--- config.mk ---
export PLATFORM = sky130hd
export DESIGN_NAME = block_average_adc_calibration
export DESIGN_NICKNAME = d
export VERILOG_FILES = /design/src/baac_pkg.sv /design/src/baac_div.sv /design/src/block_average_adc_calibration.sv
export SDC_FILE = /design/constraint.sdc
export NUM_CORES = 2
export LEC_CHECK = 0
export ABC_AREA = 1
export BUFFER_PORTS_ARGS = -buffer_cell sky130_fd_sc_hd__buf_2
export CAP_MARGIN = 20
export CELL_PAD_IN_SITES_DETAIL_PLACEMENT = 1
export CELL_PAD_IN_SITES_GLOBAL_PLACEMENT = 2
export CORE_MARGIN = 8
export CORE_UTILIZATION = 25
export DETAILED_ROUTE_END_ITERATION = 10
export GPL_ROUTABILITY_DRIVEN = 0
export PLACE_DENSITY_LB_ADDON = 0.1
export SLEW_MARGIN = 25
export SYNTH_ARGS = -nofsm -noshare
export SYNTH_HDL_FRONTEND = slang
export SYNTH_SLANG_ARGS = --single-unit
--- constraint.sdc ---
create_clock -name aclk -period 20.7 [get_ports aclk]
set_input_delay 6.21 -clock aclk [delete_from_list [all_inputs] [get_ports aclk]]
set_output_delay 6.21 -clock aclk [all_outputs]
set_load 0.03 [all_outputs]
--- src/baac_pkg.sv ---
// Shared types, constants and coefficient defaults for the block average
// converter calibration unit. No dependencies.
`default_nettype none

package baac_pkg;

    // Frames summed per block (1 to 256).
    localparam int BLOCK_SAMPLES = 16;

    localparam int NUM_CH     = 6;
    localparam int NUM_COEF   = 12;
    localparam int CH_W       = 3;
    localparam int SAMPLE_W   = 16;
    localparam int COEF_IDX_W = 4;
    localparam int COEF_W     = 32;
    localparam int VALUE_W    = 32;

    // Sum wide enough for BLOCK_SAMPLES full-scale words.
    localparam int SUM_W  = SAMPLE_W + $clog2(BLOCK_SAMPLES);
    localparam int FCNT_W = (BLOCK_SAMPLES > 1) ? $clog2(BLOCK_SAMPLES) : 1;

    // Stream packing
    localparam int S_TDATA_W = 136;
    localparam int M_TDATA_W = NUM_CH * VALUE_W;
    localparam int IDX_LSB   = NUM_CH * SAMPLE_W;
    localparam int CVAL_LSB  = IDX_LSB + COEF_IDX_W;

    // Converter scale 1/1241.58836 as an exact ratio
    localparam int CONV_NUM_W = 15;
    localparam logic [CONV_NUM_W-1:0] CONV_NUM = 15'd25000;
    localparam logic [COEF_W-1:0]     CONV_DEN = 32'd31039709;
    localparam int X_W = SAMPLE_W + CONV_NUM_W;   // avg * CONV_NUM
    localparam int V_W = 30;                      // converted value, UQ.24

    // Serial divider geometry
    localparam int DIV_NW = 56;
    localparam int DIV_VW = 32;
    localparam int DIV_CW = 6;
    localparam int CAL_QW = COEF_W + 16;          // (mag << 16) / k

    localparam logic [DIV_CW-1:0] NB_AVG  = DIV_CW'(SUM_W);
    localparam logic [DIV_CW-1:0] NB_CONV = DIV_CW'(X_W + 24);
    localparam logic [DIV_CW-1:0] NB_CAL  = DIV_CW'(CAL_QW);

    localparam logic [VALUE_W-1:0] VAL_MAX = 32'h7FFF_FFFF;
    localparam logic [VALUE_W-1:0] VAL_MIN = 32'h8000_0000;

    // Coefficient defaults, UQ8.24
    localparam logic [COEF_W-1:0] K_VOLT_DEF = 32'd90732;
    localparam logic [COEF_W-1:0] K_CURR_DEF = 32'd1036072;
    localparam logic [COEF_W-1:0] Q_VOLT_DEF = 32'd1515016;
    localparam logic [COEF_W-1:0] Q_CURR_DEF = 32'd1068758;

    typedef enum logic {
        CMD_SAMPLE = 1'b0,
        CMD_COEF   = 1'b1
    } cmd_t;

    typedef enum logic [3:0] {
        ST_IDLE,
        ST_AVG_GO,
        ST_AVG_WAIT,
        ST_MUL,
        ST_CONV_GO,
        ST_CONV_WAIT,
        ST_DIFF,
        ST_CAL_GO,
        ST_CAL_WAIT,
        ST_NEXT,
        ST_OUT
    } state_t;

    typedef struct packed {
        logic              start;
        logic [DIV_CW-1:0] nbits;
        logic [DIV_VW-1:0] divisor;
        logic [DIV_NW-1:0] dividend;   // left aligned
    } div_req_t;

    typedef struct packed {
        logic              busy;
        logic              done;
        logic [DIV_NW-1:0] quotient;
    } div_rsp_t;

    function automatic logic [COEF_W-1:0] coef_default(input logic [COEF_IDX_W-1:0] idx);
        logic [COEF_W-1:0] val;
        unique case (idx)
            4'd0, 4'd1, 4'd2:  val = K_VOLT_DEF;
            4'd3, 4'd4, 4'd5:  val = K_CURR_DEF;
            4'd6, 4'd7, 4'd8:  val = Q_VOLT_DEF;
            4'd9, 4'd10, 4'd11: val = Q_CURR_DEF;
            default:           val = '0;
        endcase
        return val;
    endfunction

endpackage

`default_nettype wire

--- src/baac_div.sv ---
// Bit-serial restoring divider, one quotient bit per cycle.
// Depends on baac_pkg (request and response structs, widths).
`default_nettype none

module baac_div (
    input  wire logic                aclk,
    input  wire logic                aresetn,
    input  wire baac_pkg::div_req_t  req,
    output baac_pkg::div_rsp_t       rsp
);
    import baac_pkg::*;

    logic              busy_reg;
    logic              done_reg;
    logic [DIV_CW-1:0] cnt_reg;
    logic [DIV_VW-1:0] rem_reg;
    logic [DIV_VW-1:0] rem_next;
    logic [DIV_NW-1:0] quo_reg;
    logic [DIV_VW-1:0] dvs_reg;
    logic [DIV_VW:0]   shifted;
    logic [DIV_VW:0]   diff;
    logic              ge;

    // remainder stays below the divisor, so the shifted value fits DIV_VW+1 bits
    always_comb begin
        shifted  = {rem_reg, quo_reg[DIV_NW-1]};
        diff     = shifted - {1'b0, dvs_reg};
        ge       = shifted >= {1'b0, dvs_reg};
        rem_next = ge ? diff[DIV_VW-1:0] : shifted[DIV_VW-1:0];
    end

    always_ff @(posedge aclk) begin
        if (!aresetn) begin
            busy_reg <= 1'b0;
            done_reg <= 1'b0;
            cnt_reg  <= '0;
        end else begin
            done_reg <= 1'b0;
            if (req.start) begin
                busy_reg <= 1'b1;
                cnt_reg  <= req.nbits;
            end else if (busy_reg) begin
                cnt_reg <= cnt_reg - DIV_CW'(1);
                if (cnt_reg == DIV_CW'(1)) begin
                    busy_reg <= 1'b0;
                    done_reg <= 1'b1;
                end
            end
        end
    end

    always_ff @(posedge aclk) begin
        if (req.start) begin
            rem_reg <= '0;
            quo_reg <= req.dividend;
            dvs_reg <= req.divisor;
        end else if (busy_reg) begin
            rem_reg <= rem_next;
            quo_reg <= {quo_reg[DIV_NW-2:0], ge};
        end
    end

    assign rsp.busy     = busy_reg;
    assign rsp.done     = done_reg;
    assign rsp.quotient = quo_reg;

endmodule

`default_nettype wire

--- src/block_average_adc_calibration.sv ---
// Block average converter front end: frame sums, averaging, linear calibration.
// A frame or coefficient beat is absorbed as it is accepted; the frame closing a block
// starts the per-channel calculation; a zero gain skips its calibration divide.
// Throughput: one beat per cycle outside that calculation and a wait for a free output
// register; the shared bit-serial divider sets the calculation time. Results wait there.
// Reset (aresetn, sync, active low): sums, frame count cleared, coefficients default.
`default_nettype none

module block_average_adc_calibration (
    input  wire logic                              aclk,
    input  wire logic                              aresetn,
    // s_tdata: sample_0..sample_5 [95:0], coef_index [99:96], coef_value [131:100]
    input  wire logic                              s_tvalid,
    output      logic                              s_tready,
    input  wire logic [baac_pkg::S_TDATA_W-1:0]    s_tdata,
    input  wire logic [0:0]                        s_tuser,   // command
    // m_tdata: value_0..value_5, 32 bits each, value_0 lowest
    output      logic                              m_tvalid,
    input  wire logic                              m_tready,
    output      logic [baac_pkg::M_TDATA_W-1:0]    m_tdata,
    output      logic [0:0]                        m_tuser    // saturated
);
    import baac_pkg::*;

    state_t state_reg, state_next;

    // accumulation
    logic [SUM_W-1:0]  sum_reg [NUM_CH];
    logic [FCNT_W-1:0] frame_cnt_reg;
    logic              s_beat;
    logic              frame_beat;
    logic              last_frame;

    // coefficient table: memory plus per-entry valid bits (invalid reads default)
    logic [COEF_W-1:0]     coef_mem [NUM_COEF];
    logic [NUM_COEF-1:0]   coef_vld_reg;
    logic [COEF_W-1:0]     k_raw_reg, q_raw_reg;
    logic                  k_vld_reg, q_vld_reg;
    logic [COEF_W-1:0]     k_eff, q_eff;
    logic [COEF_IDX_W-1:0] k_addr, q_addr;
    logic [COEF_IDX_W-1:0] wr_idx;

    // per-channel datapath
    logic [CH_W-1:0]    ch_reg;
    logic [SAMPLE_W-1:0] avg_reg;
    logic [X_W-1:0]     x_reg;
    logic [V_W-1:0]     v_reg;
    logic               neg_reg;
    logic [COEF_W-1:0]  mag_reg;
    logic               neg_now;
    logic [CAL_QW-1:0]  quo;
    logic [VALUE_W-1:0] res_reg [NUM_CH];
    logic               sat_reg;
    logic               k_zero;
    logic               last_ch;

    // output register
    logic                 m_tvalid_reg;
    logic [M_TDATA_W-1:0] m_tdata_reg;
    logic                 m_tuser_reg;
    logic                 out_free;
    logic                 out_load;

    div_req_t div_req;
    div_rsp_t div_rsp;

    baac_div u_div (
        .aclk    (aclk),
        .aresetn (aresetn),
        .req     (div_req),
        .rsp     (div_rsp)
    );

    assign s_beat     = s_tvalid && s_tready;
    assign frame_beat = s_beat && (s_tuser[0] == CMD_SAMPLE);
    assign last_frame = frame_cnt_reg == FCNT_W'(BLOCK_SAMPLES - 1);
    assign wr_idx     = s_tdata[IDX_LSB +: COEF_IDX_W];

    assign k_addr = COEF_IDX_W'(ch_reg);
    assign q_addr = COEF_IDX_W'(ch_reg) + COEF_IDX_W'(NUM_CH);
    assign k_eff  = k_vld_reg ? k_raw_reg : coef_default(k_addr);
    assign q_eff  = q_vld_reg ? q_raw_reg : coef_default(q_addr);
    assign k_zero = k_eff == '0;
    assign last_ch = ch_reg == CH_W'(NUM_CH - 1);
    assign neg_now = {{(COEF_W-V_W){1'b0}}, v_reg} < q_eff;
    assign quo     = div_rsp.quotient[CAL_QW-1:0];
    assign out_free = !m_tvalid_reg || m_tready;

    // next state
    always_comb begin
        state_next = state_reg;
        unique case (state_reg)
            ST_IDLE:      if (frame_beat && last_frame) state_next = ST_AVG_GO;
            ST_AVG_GO:    state_next = ST_AVG_WAIT;
            ST_AVG_WAIT:  if (div_rsp.done) state_next = ST_MUL;
            ST_MUL:       state_next = ST_CONV_GO;
            ST_CONV_GO:   state_next = ST_CONV_WAIT;
            ST_CONV_WAIT: if (div_rsp.done) state_next = ST_DIFF;
            ST_DIFF:      state_next = k_zero ? ST_NEXT : ST_CAL_GO;
            ST_CAL_GO:    state_next = ST_CAL_WAIT;
            ST_CAL_WAIT:  if (div_rsp.done) state_next = ST_NEXT;
            ST_NEXT:      state_next = last_ch ? ST_OUT : ST_AVG_GO;
            ST_OUT:       if (out_free) state_next = ST_IDLE;
            default:      state_next = ST_IDLE;
        endcase
    end

    // control outputs
    always_comb begin
        s_tready         = 1'b0;
        out_load         = 1'b0;
        div_req.start    = 1'b0;
        div_req.nbits    = NB_AVG;
        div_req.divisor  = DIV_VW'(BLOCK_SAMPLES);
        div_req.dividend = {sum_reg[ch_reg], {(DIV_NW-SUM_W){1'b0}}};
        unique case (state_reg)
            ST_IDLE:    s_tready = 1'b1;
            ST_AVG_GO:  div_req.start = 1'b1;
            ST_CONV_GO: begin
                div_req.start    = 1'b1;
                div_req.nbits    = NB_CONV;
                div_req.divisor  = CONV_DEN;
                div_req.dividend = {x_reg, {(DIV_NW-X_W){1'b0}}};
            end
            ST_CAL_GO: begin
                div_req.start    = 1'b1;
                div_req.nbits    = NB_CAL;
                div_req.divisor  = k_eff;
                div_req.dividend = {mag_reg, {(DIV_NW-COEF_W){1'b0}}};
            end
            ST_OUT:     out_load = out_free;
            default: ;
        endcase
    end

    always_ff @(posedge aclk) begin
        if (!aresetn) begin
            state_reg <= ST_IDLE;
        end else begin
            state_reg <= state_next;
        end
    end

    // frame sums and block counter
    always_ff @(posedge aclk) begin
        if (!aresetn) begin
            frame_cnt_reg <= '0;
            for (int i = 0; i < NUM_CH; i++) sum_reg[i] <= '0;
        end else begin
            if (frame_beat) begin
                frame_cnt_reg <= last_frame ? '0 : frame_cnt_reg + FCNT_W'(1);
                for (int i = 0; i < NUM_CH; i++) begin
                    sum_reg[i] <= sum_reg[i] + SUM_W'(s_tdata[i*SAMPLE_W +: SAMPLE_W]);
                end
            end
            // the divider has captured this channel's sum
            if (state_reg == ST_AVG_GO) sum_reg[ch_reg] <= '0;
        end
    end

    // coefficient table
    always_ff @(posedge aclk) begin
        if (!aresetn) begin
            coef_vld_reg <= '0;
        end else if (s_beat && (s_tuser[0] == CMD_COEF) && (wr_idx < COEF_IDX_W'(NUM_COEF))) begin
            coef_vld_reg[wr_idx] <= 1'b1;
        end
    end

    always_ff @(posedge aclk) begin
        if (s_beat && (s_tuser[0] == CMD_COEF) && (wr_idx < COEF_IDX_W'(NUM_COEF))) begin
            coef_mem[wr_idx] <= s_tdata[CVAL_LSB +: COEF_W];
        end
        k_raw_reg <= coef_mem[k_addr];
        q_raw_reg <= coef_mem[q_addr];
        k_vld_reg <= coef_vld_reg[k_addr];
        q_vld_reg <= coef_vld_reg[q_addr];
    end

    // channel sequencing and saturation flag
    always_ff @(posedge aclk) begin
        if (!aresetn) begin
            ch_reg  <= '0;
            sat_reg <= 1'b0;
        end else begin
            if (state_reg == ST_IDLE && frame_beat && last_frame) sat_reg <= 1'b0;
            if (state_reg == ST_NEXT) ch_reg <= last_ch ? '0 : ch_reg + CH_W'(1);
            if (state_reg == ST_DIFF && k_zero) sat_reg <= 1'b1;
            if (state_reg == ST_CAL_WAIT && div_rsp.done) begin
                if (neg_reg ? (quo > CAL_QW'(VAL_MIN)) : (quo > CAL_QW'(VAL_MAX))) begin
                    sat_reg <= 1'b1;
                end
            end
        end
    end

    // per-channel arithmetic
    always_ff @(posedge aclk) begin
        unique case (state_reg)
            ST_AVG_WAIT:  if (div_rsp.done) avg_reg <= div_rsp.quotient[SAMPLE_W-1:0];
            ST_MUL:       x_reg <= X_W'(avg_reg) * X_W'(CONV_NUM);
            ST_CONV_WAIT: if (div_rsp.done) v_reg <= div_rsp.quotient[V_W-1:0];
            ST_DIFF: begin
                neg_reg <= neg_now;
                mag_reg <= neg_now ? q_eff - COEF_W'(v_reg) : COEF_W'(v_reg) - q_eff;
                // zero gain: full scale with the sign of the difference
                if (k_zero) res_reg[ch_reg] <= neg_now ? VAL_MIN : VAL_MAX;
            end
            ST_CAL_WAIT: begin
                if (div_rsp.done) begin
                    if (neg_reg) begin
                        res_reg[ch_reg] <= (quo > CAL_QW'(VAL_MIN)) ? VAL_MIN
                                         : VALUE_W'(0) - quo[VALUE_W-1:0];
                    end else begin
                        res_reg[ch_reg] <= (quo > CAL_QW'(VAL_MAX)) ? VAL_MAX
                                         : quo[VALUE_W-1:0];
                    end
                end
            end
            default: ;
        endcase
    end

    // output register; frames keep flowing while a result waits here
    always_ff @(posedge aclk) begin
        if (!aresetn) begin
            m_tvalid_reg <= 1'b0;
        end else if (out_load) begin
            m_tvalid_reg <= 1'b1;
        end else if (m_tready) begin
            m_tvalid_reg <= 1'b0;
        end
    end

    always_ff @(posedge aclk) begin
        if (out_load) begin
            for (int i = 0; i < NUM_CH; i++) m_tdata_reg[i*VALUE_W +: VALUE_W] <= res_reg[i];
            m_tuser_reg <= sat_reg;
        end
    end

    assign m_tvalid   = m_tvalid_reg;
    assign m_tdata    = m_tdata_reg;
    assign m_tuser[0] = m_tuser_reg;

    // checks
    a_div_start_idle: assert property (@(posedge aclk) disable iff (!aresetn)
        div_req.start |-> !div_rsp.busy)
        else $error("divider started while busy");

    a_div_done_wait: assert property (@(posedge aclk) disable iff (!aresetn)
        div_rsp.done |-> (state_reg == ST_AVG_WAIT || state_reg == ST_CONV_WAIT ||
                          state_reg == ST_CAL_WAIT))
        else $error("divider result arrived outside a wait state");

    a_frame_cnt_range: assert property (@(posedge aclk) disable iff (!aresetn)
        frame_cnt_reg <= FCNT_W'(BLOCK_SAMPLES - 1))
        else $error("frame counter past block size");

    a_out_loaded: assert property (@(posedge aclk) disable iff (!aresetn)
        out_load |=> m_tvalid && state_reg == ST_IDLE)
        else $error("result not presented after calculation");

endmodule

`default_nettype wire
==> reports/results.txt <==
outcome: finished, final reports clean
crit path launch type: primary input
per-cell via count in the routed design: 4.57
cell chain of the critical path: buf_2 -> nor2_1 -> nor3_2 -> buf_4 -> buf_4 -> buf_4
Setup crit end kind: flop
Iter 0 DRT Violations: 2435
Static Leak: 29.5 nW
Die H: 514 um
largest net degree at the start of global routing: 103
post-detailed-routing wire length: 241000 um
worst r2r path cells: 27
terminating pin of the worst hold path: m_tdata[159]$_DFFE_PP_
library cell with the highest instance count after synthesis: nand2_1
flop2flop setup slack: 14070 ps
top cell type's share of synthesized area: 0.466
number of flip-flops under the largest register name: 384
share of the synthesized area in compound gates (AO/OA/AOI/OAI): 0.0946
latest clock arrival within the worst-skew pair: 820 ps
peak fanout along the critical path: 74
Post-Syn Area per Cell: 9.35 um2
number of nets in the synthesized netlist: 7133
FF+latch count, synth: 1223
final layout net count: 7469
I/O Buffers: 331
start point of the worst hold path: res_reg[4][31]$_DFFE_PP_
synthesized-area fraction occupied by and/or/nand/nor cells: 0.198
CORE AREA: 248000 um2
overall die width: 514 um
area grow syn2layout: 17.4%
cell total after placement: 10200
Largest delay share family, worst path: buffers and inverters
number of filler instances in the final layout: 28300
Post-CTS Hold Buffers: 0
register clock-pin slew on the reported worst setup and hold paths: 60 ps
layout cell share with drive strength beyond 1: 0.105
cells resized by post-CTS repair: 0
setup repair after global routing missed its margin: false
DRT antenna net count: 0
TritonCTS clock tree: yes
Distinct cells, synth: 59
Max Transition Viols Final: 0
final sum of negative setup slack: 0 ps
critical path data required time: 21110 ps
First-pass DRT Iterations: 5
ratio of total power to cell area: 79.4 nW/um2
cell area after synthesis: 62100 um2
Max Buffers Root-to-Sink: 3
final clock period utilization by the worst path: 0.414
hold crit path type: flop to flop
maximum frequency from static timing analysis: 117 MHz
number of global-route vias before repair: 50200
number of hold-slack violations in the final timing report: 0
post-CTS repair timing setup buffer count: 0
number of antenna violations at the first check in global routing: 23
share of synthesized cell area in full adder, half adder and majority cells: 0.0768
Final Non-Filler Cells: 10400
combined buffer and inverter count along the critical path: 4
top area cells in the synthesized netlist: edfxtp_1 (47%), nand2_1 (10%), dfxtp_1 (8.3%)
synth warn: 0
number of violations of the max-capacitance limit: 0
commonest register cell after synthesis: edfxtp_1
VDD IR-drop max: 0.0000701 V
number of failing setup endpoints in the final timing report: 0
largest family of logic cells by synthesized area: simple AND/OR/NAND/NOR gates
root cell of the clock tree: clkbuf_16
final HPWL from detailed placement: 176000 um
mux contribution to synthesized area: 0.00886
worst hold path depth: 0
overflow left after global routing: 0
transition at the pin with the smallest max-transition slack: 996 ps
slowest cell delay on critical path: 900 ps
dominant cell type by count on the critical path: buf_4
global router's overall resource usage: 0.177
CTS HTree Levels: 4
number of clock sinks: 1223
Clock Skews: 84.3 ps
Vias: 47800
die area: 265000 um2
Post-route DRC: 0
FP Rows: 183
xor-xnor portion of the synthesized cell area: 0.0149
proportion of synthesized flip-flops having asynchronous set or reset: 0
top cell types by occurrence after synthesis: nand2_1 (1648), edfxtp_1 (964), inv_1 (654), nor2_1 (626), a21oi_1 (417)
routed length per instance: 23.1 um
post-route core utilization: 0.294
Seq/Total Area, Yosys: 0.550
Initial Util: 0.250
Crit Reg-Reg Endpoint: res_reg[5][5]$_DFFE_PP_
I/O pin cnt: 336
Data arrival, critical path: 8980 ps
R2R Path Start: ch_reg[2]$_SDFFE_PN0P_
classification of the worst setup path: primary input to flop
Yosys top cell by area: edfxtp_1
synthesized instance count: 6640
clock buffer count from CTS: 153
shortest period the worst path allows: 8560 ps
wire length of the first global-routing pass: 349000 um
EDFF count, synth: 964
total power draw: 5.79 mW
cell type of the slowest stage on the worst timing path: buf_4
Max-Slew Margin vs Limit: 0.336
[cell families (layout without fill, tap and decap cells)]
group	Yosys count	after routing
compound gates	1066	1066
other cells	0	10
buf+inv	897	1360
mux	55	55
xor+xnor	106	106
simple gates	2941	2941
fa+ha+maj	352	352
flops	1223	1223
[how the worst max path moves through the flow]
stage | cells past startpoint | to | slack (ps) | startpoint
final | 6 | m_tdata[54]$_DFFE_PP_ | 12140 | m_tready
after global routing | 6 | m_tdata[54]$_DFFE_PP_ | 11940 | m_tready
after CTS | 6 | m_tdata[54]$_DFFE_PP_ | 12120 | m_tready
after detailed placement | 6 | m_tdata[104]$_DFFE_PP_ | 11240 | m_tready
after global placement | 6 | m_tdata[66]$_DFFE_PP_ | 11310 | m_tready
after floorplan | 2 | m_tdata[0]$_DFFE_PP_ | 470 | m_tready
[where the power goes]
part	total [mW]	internal [mW]	leakage [nW]	switching [mW]
Combinational	0.327	0.107	16.1	0.220
Sequential	2.69	2.66	10.8	0.0296
Clock	2.78	1.64	2.55	1.13
Total	5.79	4.41	29.5	1.38
[layer usage]
| layer | GRT usage | vias to the layer above | share of wire |
|---|---|---|---|
| met2 | 0.310 | 576 | 0.49 |
| met3 | 0.0205 | 249 | 0.026 |
| met1 | 0.237 | 23700 | 0.47 |
| met4 | 0.0334 | 0 | 0.018 |
| li1 | - | 23200 | - |
| met5 | 0 | - | 0 |
[worst reg2reg max path, delay by kind of cell, from the launching register on]
family | cells | cell delay [ps]
flip-flops | 1 | 310
AO/OA/AOI/OAI | 4 | 1050
buffers and inverters | 12 | 2840
adder cells (fa/ha/maj) | 2 | 800
AND/OR/NAND/NOR | 9 | 1330
[per-stage QoR]
step / cell area (um2) / hold slack (ps) / setup WS (ps)
2_1_floorplan: 62100 / 400 / 470
3_3_place_gp: 67600 / 401 / 11310
3_5_place_dp: 67700 / 405 / 11240
4_1_cts: 72900 / 407 / 12120
5_1_grt: 72900 / 416 / 11940
6_report: 72900 / 407 / 12140
[area by class of cell]
class | instances | area [um2] | area share
Sequential cell | 1223 | 34100 | 0.468
Antenna cell | 10 | 25.0 | 0.000343
Clock inverter | 91 | 1120 | 0.0153
Tap cell | 3330 | 4170 | 0.0572
Inverter | 673 | 2530 | 0.0348
Multi-Input combinational cell | 4520 | 24600 | 0.337
Clock buffer | 191 | 4090 | 0.0561
Timing Repair Buffer | 405 | 2240 | 0.0307
[layout by cell type (no fill, tap or decap), types with 48 or more instances in the layout]
cell type  count
a21oi_1      417
buf_2        331
buf_4         70
clkbuf_16    153
dfxtp_1      255
edfxtp_1     964
fa_1          49
ha_1         303
inv_1        653
mux2i_1       55
nand2_1     1647
nand3_1      408
nand4_1       48
nor2_1       612
nor3_1        70
o21ai_0      406
xor2_1        75
Power figures use the tool's default switching activity.
